<file path="config.mk">
export PLATFORM = sky130hd
export DESIGN_NAME = obstacle_triggered_actuator_control
export DESIGN_NICKNAME = d
export VERILOG_FILES = /design/src/otac_pkg.sv /design/src/obstacle_triggered_actuator_control.sv
export SDC_FILE = /design/constraint.sdc
export NUM_CORES = 1
export LEC_CHECK = 0
export ABC_AREA = 1
export BUFFER_PORTS_ARGS = -buffer_cell sky130_fd_sc_hd__buf_2
export CELL_PAD_IN_SITES_DETAIL_PLACEMENT = 1
export CELL_PAD_IN_SITES_GLOBAL_PLACEMENT = 2
export CORE_ASPECT_RATIO = 1.1
export CORE_MARGIN = 2
export CORE_UTILIZATION = 30
export CTS_CLUSTER_DIAMETER = 40
export CTS_CLUSTER_SIZE = 16
export DETAILED_ROUTE_END_ITERATION = 16
export PLACE_DENSITY = 0.77
export SLEW_MARGIN = 10
export SYNTH_ARGS = -nofsm -noshare
export SYNTH_HDL_FRONTEND = slang
export SYNTH_SLANG_ARGS = --single-unit
</file>
<file path="constraint.sdc">
create_clock -name clk -period 16.8 [get_ports clk]
set_input_delay 0.84 -clock clk [delete_from_list [all_inputs] [get_ports clk]]
set_output_delay 0.84 -clock clk [all_outputs]
set_load 0.01 [all_outputs]
</file>
<file path="src/otac_pkg.sv">
// Package for the obstacle-triggered actuator control block.
// Holds field widths, register indexes, reset values and action codes.
// Used by obstacle_triggered_actuator_control and its checker.
package otac_pkg;

	localparam int HISTORY_DEPTH_DEF = 5;

	localparam int TIME_W   = 32;
	localparam int CFG_W    = 16;
	localparam int LEAD_W   = 8;
	localparam int ACTION_W = 2;

	// Stream payload widths, padded to whole bytes.
	localparam int IN_TDATA_W  = 40;
	localparam int OUT_TDATA_W = 16;

	localparam int CFG_ADDR_W = 3;

	// Register indexes on the configuration port.
	localparam logic [CFG_ADDR_W-1:0] REG_COOLDOWN    = 3'd0;
	localparam logic [CFG_ADDR_W-1:0] REG_EXTEND_TIME = 3'd1;
	localparam logic [CFG_ADDR_W-1:0] REG_SHORT_SPAN  = 3'd2;
	localparam logic [CFG_ADDR_W-1:0] REG_LONG_SPAN   = 3'd3;
	localparam logic [CFG_ADDR_W-1:0] REG_SHORT_LEAD  = 3'd4;
	localparam logic [CFG_ADDR_W-1:0] REG_LONG_LEAD   = 3'd5;

	// Register reset values.
	localparam logic [CFG_W-1:0]  COOLDOWN_RST    = 16'd2500;
	localparam logic [CFG_W-1:0]  EXTEND_TIME_RST = 16'd600;
	localparam logic [CFG_W-1:0]  SHORT_SPAN_RST  = 16'd150;
	localparam logic [CFG_W-1:0]  LONG_SPAN_RST   = 16'd350;
	localparam logic [LEAD_W-1:0] SHORT_LEAD_RST  = 8'd30;
	localparam logic [LEAD_W-1:0] LONG_LEAD_RST   = 8'd60;

	typedef enum logic [ACTION_W-1:0] {
		ACT_NONE    = 2'd0,
		ACT_EXTEND  = 2'd1,
		ACT_RETRACT = 2'd2
	} action_t;

endpackage

</file>
<file path="src/obstacle_triggered_actuator_control.sv">
// Obstacle-triggered actuator control: top level, the whole datapath.
// Depends on otac_pkg.
//
// Each request on the s_ side is one poll tick and gives exactly one result on the m_ side.
// A tick is taken every clock cycle while the output register can take it: the decision,
// including the min and max search over the history ring, is made in the cycle of acceptance
// and is written into the output register as the tick is accepted. The output register is the
// only stage, so s_tready is low only while a result is held and m_tready is low. Configuration
// writes are always taken and should be made while no tick is in flight. The history ring and
// the cooldown state start cleared, with the actuator taken as already extended.
module obstacle_triggered_actuator_control #(
	parameter int HISTORY_DEPTH = otac_pkg::HISTORY_DEPTH_DEF
) (
	input  logic                              clk,
	input  logic                              arst_n,
	// Tick requests.
	input  logic                              s_tvalid,
	output logic                              s_tready,
	// From bit 0: left_hit, centre_hit, right_hit, now_ms[31:0], zero pad.
	input  logic [otac_pkg::IN_TDATA_W-1:0]   s_tdata,
	// Results.
	output logic                              m_tvalid,
	input  logic                              m_tready,
	// From bit 0: action[1:0], lead_ms[7:0], zero pad.
	output logic [otac_pkg::OUT_TDATA_W-1:0]  m_tdata,
	// Configuration writes.
	input  logic                              cfg_valid,
	output logic                              cfg_ready,
	input  logic [otac_pkg::CFG_ADDR_W-1:0]   cfg_addr,
	input  logic [otac_pkg::CFG_W-1:0]        cfg_data
);
	import otac_pkg::*;

	localparam int POS_W = (HISTORY_DEPTH > 1) ? $clog2(HISTORY_DEPTH) : 1;
	localparam logic [POS_W-1:0] POS_LAST = POS_W'(HISTORY_DEPTH - 1);

	// Configuration registers.
	logic [CFG_W-1:0]  cooldown_q;
	logic [CFG_W-1:0]  extend_time_q;
	logic [CFG_W-1:0]  short_span_q;
	logic [CFG_W-1:0]  long_span_q;
	logic [LEAD_W-1:0] short_lead_q;
	logic [LEAD_W-1:0] long_lead_q;

	// History and decision state.
	logic [HISTORY_DEPTH-1:0] ring_hit_q;
	logic [TIME_W-1:0]        ring_time_q [HISTORY_DEPTH];
	logic [POS_W-1:0]         ring_pos_q;
	logic                     is_extended_q;
	logic [TIME_W-1:0]        last_fire_q;

	// Output register.
	logic                out_vld_q;
	logic [ACTION_W-1:0] out_action_q;
	logic [LEAD_W-1:0]   out_lead_q;

	logic              accept;
	logic              left_hit, centre_hit, right_hit;
	logic [TIME_W-1:0] now_ms;

	logic              hit_any, hit_two;
	logic [TIME_W-1:0] lo_time, hi_time;
	logic [TIME_W-1:0] span;
	logic [LEAD_W-1:0] ring_lead;
	logic              cooled;
	action_t           action;
	logic [LEAD_W-1:0] lead;

	assign left_hit   = s_tdata[0];
	assign centre_hit = s_tdata[1];
	assign right_hit  = s_tdata[2];
	assign now_ms     = s_tdata[TIME_W+2:3];

	assign s_tready  = !out_vld_q || m_tready;
	assign accept    = s_tvalid && s_tready;
	assign cfg_ready = 1'b1;

	// Min and max over the ring as it stands after this tick is written.
	always_comb begin
		logic              h;
		logic [TIME_W-1:0] t;
		hit_any = 1'b0;
		hit_two = 1'b0;
		lo_time = '1;
		hi_time = '0;
		for (int i = 0; i < HISTORY_DEPTH; i++) begin
			h = (ring_pos_q == POS_W'(i)) ? centre_hit : ring_hit_q[i];
			t = (ring_pos_q == POS_W'(i)) ? now_ms : ring_time_q[i];
			if (h) begin
				hit_two = hit_two | hit_any;
				hit_any = 1'b1;
				if (t < lo_time) lo_time = t;
				if (t > hi_time) hi_time = t;
			end
		end
	end

	assign span = hi_time - lo_time;

	// The short threshold is tested first, even when the thresholds are out of order.
	always_comb begin
		if (!hit_two || span < {16'd0, short_span_q}) begin
			ring_lead = '0;
		end else if (span < {16'd0, long_span_q}) begin
			ring_lead = short_lead_q;
		end else begin
			ring_lead = long_lead_q;
		end
	end

	assign cooled = (now_ms - last_fire_q) > {16'd0, cooldown_q};

	always_comb begin
		action = ACT_NONE;
		lead   = '0;
		if (cooled) begin
			if (centre_hit || (left_hit && right_hit)) begin
				action = ACT_EXTEND;
				lead   = ring_lead;
			end else if (left_hit || right_hit) begin
				action = ACT_EXTEND;
			end else if (is_extended_q) begin
				action = ACT_RETRACT;
			end
		end
	end

	always_ff @(posedge clk or negedge arst_n) begin
		if (!arst_n) begin
			cooldown_q    <= COOLDOWN_RST;
			extend_time_q <= EXTEND_TIME_RST;
			short_span_q  <= SHORT_SPAN_RST;
			long_span_q   <= LONG_SPAN_RST;
			short_lead_q  <= SHORT_LEAD_RST;
			long_lead_q   <= LONG_LEAD_RST;
		end else if (cfg_valid) begin
			case (cfg_addr)
				REG_COOLDOWN:    cooldown_q    <= cfg_data;
				REG_EXTEND_TIME: extend_time_q <= cfg_data;
				REG_SHORT_SPAN:  short_span_q  <= cfg_data;
				REG_LONG_SPAN:   long_span_q   <= cfg_data;
				REG_SHORT_LEAD:  short_lead_q  <= cfg_data[LEAD_W-1:0];
				REG_LONG_LEAD:   long_lead_q   <= cfg_data[LEAD_W-1:0];
				default: begin
				end
			endcase
		end
	end

	always_ff @(posedge clk or negedge arst_n) begin
		if (!arst_n) begin
			ring_hit_q    <= '0;
			ring_pos_q    <= '0;
			is_extended_q <= 1'b1;
			last_fire_q   <= '0;
		end else if (accept) begin
			ring_hit_q[ring_pos_q] <= centre_hit;
			ring_pos_q <= (ring_pos_q == POS_LAST) ? '0 : ring_pos_q + 1'b1;
			if (action == ACT_EXTEND) begin
				is_extended_q <= 1'b1;
				last_fire_q   <= now_ms + {24'd0, lead} + {16'd0, extend_time_q};
			end else if (action == ACT_RETRACT) begin
				is_extended_q <= 1'b0;
			end
		end
	end

	// Ring times are only read where the matching hit bit is set.
	always_ff @(posedge clk) begin
		if (accept) begin
			ring_time_q[ring_pos_q] <= now_ms;
		end
	end

	always_ff @(posedge clk or negedge arst_n) begin
		if (!arst_n) begin
			out_vld_q <= 1'b0;
		end else if (s_tready) begin
			out_vld_q <= s_tvalid;
		end
	end

	always_ff @(posedge clk) begin
		if (accept) begin
			out_action_q <= action;
			out_lead_q   <= lead;
		end
	end

	assign m_tvalid = out_vld_q;
	assign m_tdata  = {6'd0, out_lead_q, out_action_q};

endmodule

</file>
; ---- After elaboration in Yosys (flattened, before gate mapping)
; Memory sizes are Yosys's and may differ from the RTL's.
; Index checks and enable logic that the tools add are counted.
[word_totals]
memories = 1
out_inout_bits = 19
ram_bits = 160
in_bits = 64
regBits = 132
elab_cells = 122
[classes]
n_eq_ne = 11
n_bitwise = 3
magnitude_cmp = 15
muxes = 54
n_reduce_logical = 20
n_addsub = 5
[mem_list]
columns = name, depth, width, rd, rd_ports_with_merged_regs, write_ports, line_no
row1 = ring_time_q, 5, 32, 5, 0, 1, obstacle_triggered_actuator_control.sv:47  ; logic [TIME_W-1:0] ring_time_q [HISTORY_DEPTH];
[ops]
columns = op, count
row1 = $mux 32, 25
row2 = $gt 32x32->1, 4
row3 = $lt 32x32->1, 4
row4 = $lt 32x16->1, 2
row5 = $sub 32x32->32, 2
row6 = $add 32x16->32, 1
row7 = $add 32x8->32, 1
row8 = $gt 32x1->1 const B, 1
row9 = $gt 32x16->1, 1
row10 = $lt 32x32->1 const B, 1
row11 = $mux 8, 4
row12 = $mux 1, 18
row13 = $reduce_and 2->1, 8
row14 = $eq 3x2->1 const B, 4
row15 = $eq 3x3->1 const B, 3
row16 = $mux 2, 4
row17 = $eq 3x1->1 const B, 2
row18 = $logic_not 3->1, 2
row19 = $bwmux 5, 1
row20 = $logic_or 1x1->1, 4
row21 = $lt 3x4->1 const B, 1
row22 = $add 3x1->3 const B, 1
row23 = $demux 1 s3, 1
row24 = $ge 3x1->1 const B, 1
row25 = other kinds (7), 12

; ---- Depth between registers and ports, before layout
; Gate-level depths: netlist of the first run.
[depth]
depth_word = 25
mapped_depth = 129
depth_no_buf = 124

; ---- Worst setup path before layout of the first run
; No wires, ideal clock.
[synth_timing]
path_kind = reg-to-reg
startpoint = register ring_pos_q[0]
endpoint = register last_fire_q[30]
slack_ns = 0.031
setup_time_ns = 0.133
arrival_ns = 16.637
required_time_ns = 16.667
path_stages_with_launch = 118
period_less_slack_ns = 16.769
n_path_buf = 7
path_cell_list = dfrtp_1 inv_1 ha_1 nand2_4 clkbuf_1 buf_1 nand2_1 o21ai_0 nand2_1 ha_1 a21oi_1 o21ai_0 a21oi_1 nor2_1 o21bai_1 a21oi_1 o21ai_1 clkbuf_1 [82 not listed] nand2_1 nand3_1 nand2_1 a21oi_1 inv_1 a21oi_1 o21bai_1 a21o_1 a21oi_1 nor2_1 o21ai_0 nor3_1 nand2_1 nor4_1 nand3_1 xor2_1 nand2_1 o21ai_0
[synth_between]
elab_chain_cells = 25
elab_cells_between_ends = 67
classes_between = 3 x add/sub / 12 x order compare / 4 x eq/ne / 42 x mux / 3 x bitwise / 3 x reduce/logical
[synth_lines]
columns = item, line_no
row1 = start: declaration, obstacle_triggered_actuator_control.sv:48  ; logic [POS_W-1:0] ring_pos_q;
row2 = start signal: assignment, obstacle_triggered_actuator_control.sv:158  ; ring_pos_q <= (ring_pos_q == POS_LAST) ? '0 : ring_pos_q + 1'b1;
row3 = $logic_not 3->1, "obstacle_triggered_actuator_control.sv:87, obstacle_triggered_actuator_control.sv:88"
row4 = $mux 32, obstacle_triggered_actuator_control.sv:88  ; t = (ring_pos_q == POS_W'(i)) ? now_ms : ring_time_q[i];
row5 = $gt 32x1->1 / $lt 32x32->1 (equally long branches), "obstacle_triggered_actuator_control.sv:93, obstacle_triggered_actuator_control.sv:92"
row6 = $mux 32 (on tied branches), "obstacle_triggered_actuator_control.sv:93, obstacle_triggered_actuator_control.sv:92"
row7 = $mux 32, obstacle_triggered_actuator_control.sv:89  ; if (h) begin
row8 = $gt 32x32->1 / $lt 32x32->1 (equally long branches), "obstacle_triggered_actuator_control.sv:93, obstacle_triggered_actuator_control.sv:92"
row9 = $mux 32 (on tied branches), "obstacle_triggered_actuator_control.sv:93, obstacle_triggered_actuator_control.sv:92"
row10 = $mux 32, obstacle_triggered_actuator_control.sv:89
row11 = [9 not listed], n/a
row12 = $sub 32x32->32, obstacle_triggered_actuator_control.sv:98  ; assign span = hi_time - lo_time;
row13 = $lt 32x16->1 (on tied branches), "obstacle_triggered_actuator_control.sv:104, obstacle_triggered_actuator_control.sv:102"
row14 = $mux 8 / $logic_or 1x1->1 (equally long branches), "obstacle_triggered_actuator_control.sv:104, obstacle_triggered_actuator_control.sv:102"
row15 = $mux 8 *, obstacle_triggered_actuator_control.sv:102  ; if (!hit_two || span < {16'd0, short_span_q}) begin
row16 = $mux 8 *, obstacle_triggered_actuator_control.sv:117  ; if (centre_hit || (left_hit && right_hit)) begin
row17 = $mux 8 *, obstacle_triggered_actuator_control.sv:116  ; if (cooled) begin
row18 = $add 32x8->32 *, obstacle_triggered_actuator_control.sv:161  ; last_fire_q <= now_ms + {24'd0, lead} + {16'd0, extend_time_q};
row19 = $add 32x16->32 *, obstacle_triggered_actuator_control.sv:161
row20 = end signal: assignment, obstacle_triggered_actuator_control.sv:161
row21 = end: declaration, obstacle_triggered_actuator_control.sv:50  ; logic [TIME_W-1:0] last_fire_q;
; Every way passes the cells marked *; elsewhere a longest branch is shown, timed or not.
; A chain may end at the register's enable or synchronous reset.

; ---- Worst setup path after layout of the first run
[layout_timing]
startpoint = register ring_pos_q[1]
endpoint = register last_fire_q[26]
[layout_between]
elab_chain_cells = 25
elab_cells_between_ends = 67
classes_between = 3 x add/sub / 12 x order compare / 4 x eq/ne / 42 x mux / 3 x bitwise / 3 x reduce/logical
[layout_lines]
columns = item, line_no
row1 = $logic_not 3->1, "obstacle_triggered_actuator_control.sv:87, obstacle_triggered_actuator_control.sv:88"
row2 = $mux 32, obstacle_triggered_actuator_control.sv:88
row3 = $gt 32x1->1 / $lt 32x32->1 (equally long branches), "obstacle_triggered_actuator_control.sv:93, obstacle_triggered_actuator_control.sv:92"
row4 = $mux 32 (on tied branches), "obstacle_triggered_actuator_control.sv:93, obstacle_triggered_actuator_control.sv:92"
row5 = $mux 32, obstacle_triggered_actuator_control.sv:89
row6 = $gt 32x32->1 / $lt 32x32->1 (equally long branches), "obstacle_triggered_actuator_control.sv:93, obstacle_triggered_actuator_control.sv:92"
row7 = $mux 32 (on tied branches), "obstacle_triggered_actuator_control.sv:93, obstacle_triggered_actuator_control.sv:92"
row8 = $mux 32, obstacle_triggered_actuator_control.sv:89
row9 = [10 not listed], n/a
row10 = $lt 32x16->1 (on tied branches), "obstacle_triggered_actuator_control.sv:104, obstacle_triggered_actuator_control.sv:102"
row11 = $mux 8 / $logic_or 1x1->1 (equally long branches), "obstacle_triggered_actuator_control.sv:104, obstacle_triggered_actuator_control.sv:102"
row12 = $mux 8 *, obstacle_triggered_actuator_control.sv:102
row13 = $mux 8 *, obstacle_triggered_actuator_control.sv:117
row14 = $mux 8 *, obstacle_triggered_actuator_control.sv:116
row15 = net lead[2], obstacle_triggered_actuator_control.sv:67  ; logic [LEAD_W-1:0] lead;
row16 = $add 32x8->32 *, obstacle_triggered_actuator_control.sv:161
row17 = $add 32x16->32 *, obstacle_triggered_actuator_control.sv:161
; Mark *: on every way through the listed nets, which the timed path passes. The rest lies on a longest branch.

==> results of run 1 <==
==> synth_stat cells, drive strengths merged, types with 2 or more instances <==
master,instances
a2111oi,8
a211oi,21
a21o,6
a21oi,245
a221oi,2
a31oi,8
buf,14
clkbuf,103
clkinv,2
conb,2
dfrtp,94
dfstp,28
edfxtp,170
fa,11
ha,389
inv,290
nand2,825
nand3,80
nand4,37
nor2,161
nor3,25
nor4,13
o2111ai,4
o211ai,5
o21a,3
o21ai,546
o21bai,8
o221a,3
o221ai,7
o22ai,3
o31ai,4
or4,2
xnor2,20
xor2,57
==> registers in the layout (all words and copies together), names as in the netlist, 5 cells and up <==
signal,count
cooldown_q,16
extend_time_q,16
last_fire_q,32
long_lead_q,8
long_span_q,16
out_lead_q,8
ring_hit_q,5
ring_time_q,160
short_lead_q,8
short_span_q,16
==> what timing repair did <==
action,CTS,global route
gates cloned,9,1
pin swaps,78,68
setup endpoints to repair,28,27
setup buffers,33,32
resized for setup,223,141
==> cells by family after synthesis <==
logic type                 synth area share, %
DFF                                       33.0
buffers and inverters                     6.35
AOI/OAI and AO/OA                         18.7
xor gates and xnor gates                  2.71
and+or+nand+nor                           18.8
adders and majority gates                 20.5
other                                   0.0302
==> cell type report <==
class	count	share of cell area (%)
well taps	1064	3.81
repair buffers	822	18.5
multi-input cells	2511	46.3
flip-flops and latches	292	23.4
clock buffers	53	3.67
diodes	4	0.0286
clock inverters	39	1.14
inverters	292	3.16
==> routing by layer <==
metal	vias up	part of all wire [%]
met3	156	4.6
li1	12604	-
met1	12487	46
met4	0	3.8
met2	519	46
met5	-	0
==> layout by cell type (no fill, tap or decap), types with 13 or more instances in the layout <==
cell type  count
nand2_1      777
buf_4        714
o21ai_0      423
ha_1         373
inv_1        281
a21oi_1      228
edfxtp_1     170
nor2_1       145
dfrtp_1       94
o21ai_1       74
buf_2         69
nand3_1       62
xor2_1        55
clkbuf_16     52
o21ai_2       46
nand2_2       43
nand4_1       36
dfstp_2       28
xnor2_1       19
a211oi_1      17
a21oi_2       17
buf_12        17
nor3_1        13
==> worst max-delay path: cells and delay by family, from the launching register on <==
kind	cells	cell delay, ns
buffers and inverters	24	3.35
adders and majority gates	8	2.60
and+or+nand+nor	50	6.45
DFF	1	0.39
AOI/OAI and AO/OA	33	4.27
==> worst max path at each step <==
stage | startpoint | endpoint | depth (start not counted)
final | ring_pos_q[1] | last_fire_q[26] | 115
after floorplan | ring_pos_q[0] | last_fire_q[30] | 117
after global placement | s_tdata[1] | last_fire_q[30] | 118
after global routing | ring_pos_q[0] | last_fire_q[28] | 127
after detailed placement | s_tdata[1] | last_fire_q[30] | 118
after CTS | ring_pos_q[1] | last_fire_q[30] | 123
==> stage by stage <==
stage | setup slack [ns] | TNS [ns] | util [%] | hold slack, ns | std cells
after global routing | -1.58 | -21.29 | 42.6 | 0.409 | 5073
after detailed placement | -2.49 | -42.19 | 38.3 | 0.473 | 4906
final | -0.450 | -2.52 | 42.6 | 0.347 | 5077
after global placement | -2.21 | -36.88 | 38.3 | 0.466 | 4906
after CTS | -0.538 | -4.74 | 41.7 | 0.364 | 5040
after floorplan | 0.0308 | 0 | - | 0.452 | 3211
==> impl_metrics.py, run 1 <==
metrics = {
    "run_status": {
        "status": "complete, but fails checks",
        "failed_checks": "negative setup slack",
    },
    "detailed_routing": {
        "viasPerCell": 5.08,
        "drt-initial-drc-count": 1530,
        "postRouteAntennaNets": 0,
        "wl_um": 99400,
        "wire_per_inst_um": 19.6,
        "drcViolationCount": 0,
        "dr.pass1.iters": 5,
        "route.vias.total": 25766,
    },
    "timing": {
        "hold_viol": 0,
        "min_period_ns": 17.25,
        "setup_ws_ns": -0.450,
        "setup_viol": 12,
        "clock_skew_ns": 0.0384,
        "timing.fmax_mhz": 58.0,
        "drv_slew": 0,
        "rsz0062_at_grt": "true",
        "fin_crit_sh_pct": 103,
        "slew_headroom_pct": 18.0,
        "tightest_slew_ns": 1.22,
    },
    "die": {
        "die_height_um": 306,
        "die-area_mm2": 0.0852,
        "io_pins": 83,
        "coreArea_mm2": 0.0820,
        "fp.dieW_um": 278,
        "initial_core_util_pct": 30.3,
        "fp-row-count": 110,
    },
    "setup_path": {
        "end_kind": "flop",
        "arrival_ns": 17.74,
        "start_kind": "flop",
        "r2r_end": "last_fire_q[26]",
        "rrSetupSlack_ns": -0.45,
        "crit_path_max_incr_delay_ns": 0.57,
        "crit_path_frequent_cell": "nand2_1",
        "ff2ff_path_depth": 115,
        "cp_max_fo": 18,
        "required_ns": 17.29,
        "r2r_start": "ring_pos_q[1]",
        "slowest_stage": "or4_4",
        "path_class": "flop to flop",
    },
    "synthesis": {
        "async_flop_share_pct": 41.8,
        "yosys.area.top_type": "edfxtp_1",
        "yosysUniqueCellTypes": 55,
        "synth_warnings": 0,
        "syn_avg_cell_area_um2": 7.75,
        "synth_top_cell_area_share_pct": 20.5,
        "synth_edf_count": 170,
        "syn_area_mm2": 0.0249,
        "ys.flop_type": "edfxtp_1",
        "synth_area_leaders": "edfxtp_1 (21%), ha_1 (20%), nand2_1 (12%)",
        "postSynthCellCount": 3206,
        "yosysSeqAreaShare_pct": 33.0,
        "synth-seq-cells": 292,
    },
    "cts": {
        "holdBufCountCts": 0,
        "clkTransAtPathRegs_ns": 0.06,
        "cts_htree_levels": 2,
        "cts_made_buffers": 49,
        "tritoncts": "yes",
        "worstSkewPairLatency_ns": 0.62,
        "clock_sinks": 292,
        "clockBufferDepth": 3,
        "clock-root-buffer": "clkbuf_16",
    },
    "placed_design": {
        "port-buffer-count": 70,
        "hpwl_um": 77200,
        "dpl_cell_area_mm2": 0.0314,
        "routabilityCongestion": 0.901,
    },
    "global_route": {
        "antenna_found_initial": 3,
        "grt-ovfl-total": 0,
        "grt_usage_pct": 22.9,
        "grt_pass1_wl_um": 152000,
        "grt_use_met3_pct": 3.42,
        "grt_pass1_vias": 27070,
        "busiest_layer": "met2",
        "met1_usage_pct": 30.1,
        "grt_max_degree": 69,
        "use_met2_pct": 37.8,
    },
    "layout": {
        "nets": 4432,
        "drive_above_1_share_pct": 29.0,
        "nFillCells": 10020,
        "seq_area_mm2": 0.00819,
        "multi_input_area_mm2": 0.0162,
        "final_area_mm2": 0.0350,
        "areaGrowthSynthToFinish_pct": 40.6,
    },
    "hold_path": {
        "hold_path_class": "input port to async pin",
    },
    "flow_run": {
        "drv_cap": 0,
    },
}
Power of run 1 is not shown: default switching activity piles up to over one toggle a cycle in this logic, so the estimate is an artifact.
==> run 2: changes to the inputs <==
--- a/config.mk
+++ b/config.mk
@@ -12,6 +12,7 @@
 export CORE_ASPECT_RATIO = 1.1
 export CORE_MARGIN = 2
 export CORE_UTILIZATION = 30
+export CTS_BUF_LIST = sky130_fd_sc_hd__clkbuf_8
 export CTS_CLUSTER_DIAMETER = 40
 export CTS_CLUSTER_SIZE = 16
 export DETAILED_ROUTE_END_ITERATION = 16
==> impl_metrics.py, run 2 (synthesis results as in run 1) <==
metrics = {
    "flow_run": {
        "drv_cap": 0,
    },
    "setup_path": {
        "slowest_stage": "fa_1",
        "crit_path_max_incr_delay_ns": 0.45,
        "arrival_ns": 17.68,
        "cp_max_fo": 8,
        "start_kind": "flop",
        "path_class": "flop to flop",
        "worst-path-buf-inv": 25,
        "cpLargestDelayFamily": "simple AND/OR/NAND/NOR gates",
        "end_kind": "flop",
        "required_ns": 17.35,
    },
    "cts": {
        "worstSkewPairLatency_ns": 0.70,
        "clock-root-buffer": "clkbuf_8",
        "clkTransAtPathRegs_ns": 0.09,
        "cts_made_buffers": 49,
        "tritoncts": "yes",
        "cts_htree_levels": 2,
        "holdBufCountCts": 0,
        "clock_sinks": 292,
        "clockBufferDepth": 3,
    },
    "layout": {
        "nFillCells": 9954,
        "multi_input_area_mm2": 0.0170,
        "seq_area_mm2": 0.00819,
        "final_cell_mix": "nand2_1 (743), buf_4 (734), o21ai_0 (375)",
        "drive_above_1_share_pct": 32.6,
        "largest_reg_flops": 160,
        "reg.largest.list": "ring_time_q x160, last_fire_q x32",
        "final_common_cell": "nand2_1",
        "regMostFlops": "ring_time_q",
        "areaGrowthSynthToFinish_pct": 43.8,
        "nets": 4478,
    },
    "timing": {
        "rsz0062_at_grt": "true",
        "drv_slew": 0,
        "min_period_ns": 17.13,
        "fin_setup_tns_ns": -1.70,
        "hold_viol": 0,
        "tightest_slew_ns": 1.39,
        "setup_ws_ns": -0.331,
        "slew_headroom_pct": 6.15,
        "setup_viol": 10,
        "timing.fmax_mhz": 58.4,
        "fin_crit_sh_pct": 102,
        "clock_skew_ns": 0.0541,
    },
    "global_route": {
        "grt_pass1_vias": 27163,
        "grt-ovfl-total": 0,
        "use_met2_pct": 39.4,
        "grt_pass1_wl_um": 154000,
        "grt_use_met3_pct": 2.36,
        "antenna_found_initial": 3,
        "busiest_layer": "met2",
        "grt_max_degree": 69,
        "met1_usage_pct": 30.9,
        "grt_usage_pct": 23.1,
    },
    "detailed_routing": {
        "route.vias.total": 26066,
        "postRouteAntennaNets": 0,
        "drcViolationCount": 0,
        "drt-initial-drc-count": 1439,
        "wire_per_inst_um": 20.0,
        "wl_um": 103000,
        "dr.pass1.iters": 5,
        "viasPerCell": 5.09,
    },
    "hold_path": {
        "hold_path_class": "input port to async pin",
    },
    "die": {
        "initial_core_util_pct": 30.3,
        "coreArea_mm2": 0.0820,
        "fp-row-count": 110,
        "die-area_mm2": 0.0852,
        "die_height_um": 306,
        "io_pins": 83,
        "fp.dieW_um": 278,
    },
    "run_status": {
        "status": "complete, but fails checks",
        "failed_checks": "negative setup slack",
    },
    "placed_design": {
        "hpwl_um": 77200,
        "routabilityCongestion": 0.901,
        "port-buffer-count": 70,
    },
}
[run 2: changes by cell type in the layout (fill, tap and decap cells not counted), sizes merged]
| cell | previous run | this run |
|---|---|---|
| clkinvlp | 4 | 5 |
| bufinv | 1 | 3 |
| nand2 | 826 | 827 |
| clkinv | 19 | 17 |
| clkbuf | 54 | 51 |
| inv | 307 | 310 |
| bufbuf | 2 | 1 |
| buf | 819 | 864 |
[run 2: final timing paths]
check                          startpoint  depth (start not counted)  slack [ns]         endpoint
hold / removal                     arst_n                          1        0.25   long_lead_q[7]
max in group asynchronous          arst_n                          2       15.16  last_fire_q[18]
hold reg to reg            cooldown_q[15]                          2        0.49   cooldown_q[15]
min in group clk                 m_tready                          4        0.42         m_tvalid
setup / recovery            ring_pos_q[1]                        121       -0.33  last_fire_q[30]
setup reg to reg            ring_pos_q[1]                        121       -0.33  last_fire_q[30]
[run 2: worst register-to-register path: cells and delay by family, from the launching register on]
kind | cells | cell delay, ns
and+or+nand+nor | 52 | 5.85
AOI/OAI and AO/OA | 34 | 4.61
buffers and inverters | 25 | 3.30
adders and majority gates | 8 | 2.52
DFF | 1 | 0.39
xor gates and xnor gates | 2 | 0.29
[run 2: routing by layer]
layer | vias to the layer above | share of wire (%)
met4 | 0 | 2.7
met3 | 140 | 3.7
met1 | 12728 | 46
li1 | 12701 | -
met5 | - | 0
met2 | 497 | 48
[run 2: stage by stage]
| stage | std cells | hold slack (ns) | util [%] | setup slack [ns] | area [µm²] |
|---|---|---|---|---|---|
| final | 5123 | 0.254 | 43.6 | -0.331 | 35800 |
| after floorplan | 3211 | 0.452 | - | 0.0308 | 24900 |
| after detailed placement | 4906 | 0.473 | 38.3 | -2.49 | 31400 |
| after CTS | 5077 | 0.253 | 42.1 | -0.222 | 34500 |
| after global placement | 4906 | 0.466 | 38.3 | -2.21 | 31400 |
| after global routing | 5120 | 0.304 | 43.6 | -1.33 | 35800 |
[run 2: area by class of cell]
class / count / area share, %
multi-input cells: 2512 / 47.5
flip-flops and latches: 292 / 22.9
repair buffers: 867 / 19.6
well taps: 1064 / 3.72
inverters: 292 / 3.09
clock buffers: 49 / 1.89
clock inverters: 43 / 1.26
diodes: 4 / 0.0280
[run 2: repair_timing]
action                     CTS  global route
buffers inserted            67            42
pin swaps                   98           122
gates cloned                15             2
gates resized for setup    377           218
setup endpoints to repair   28            24
Power of run 2 is left out for the same reason.
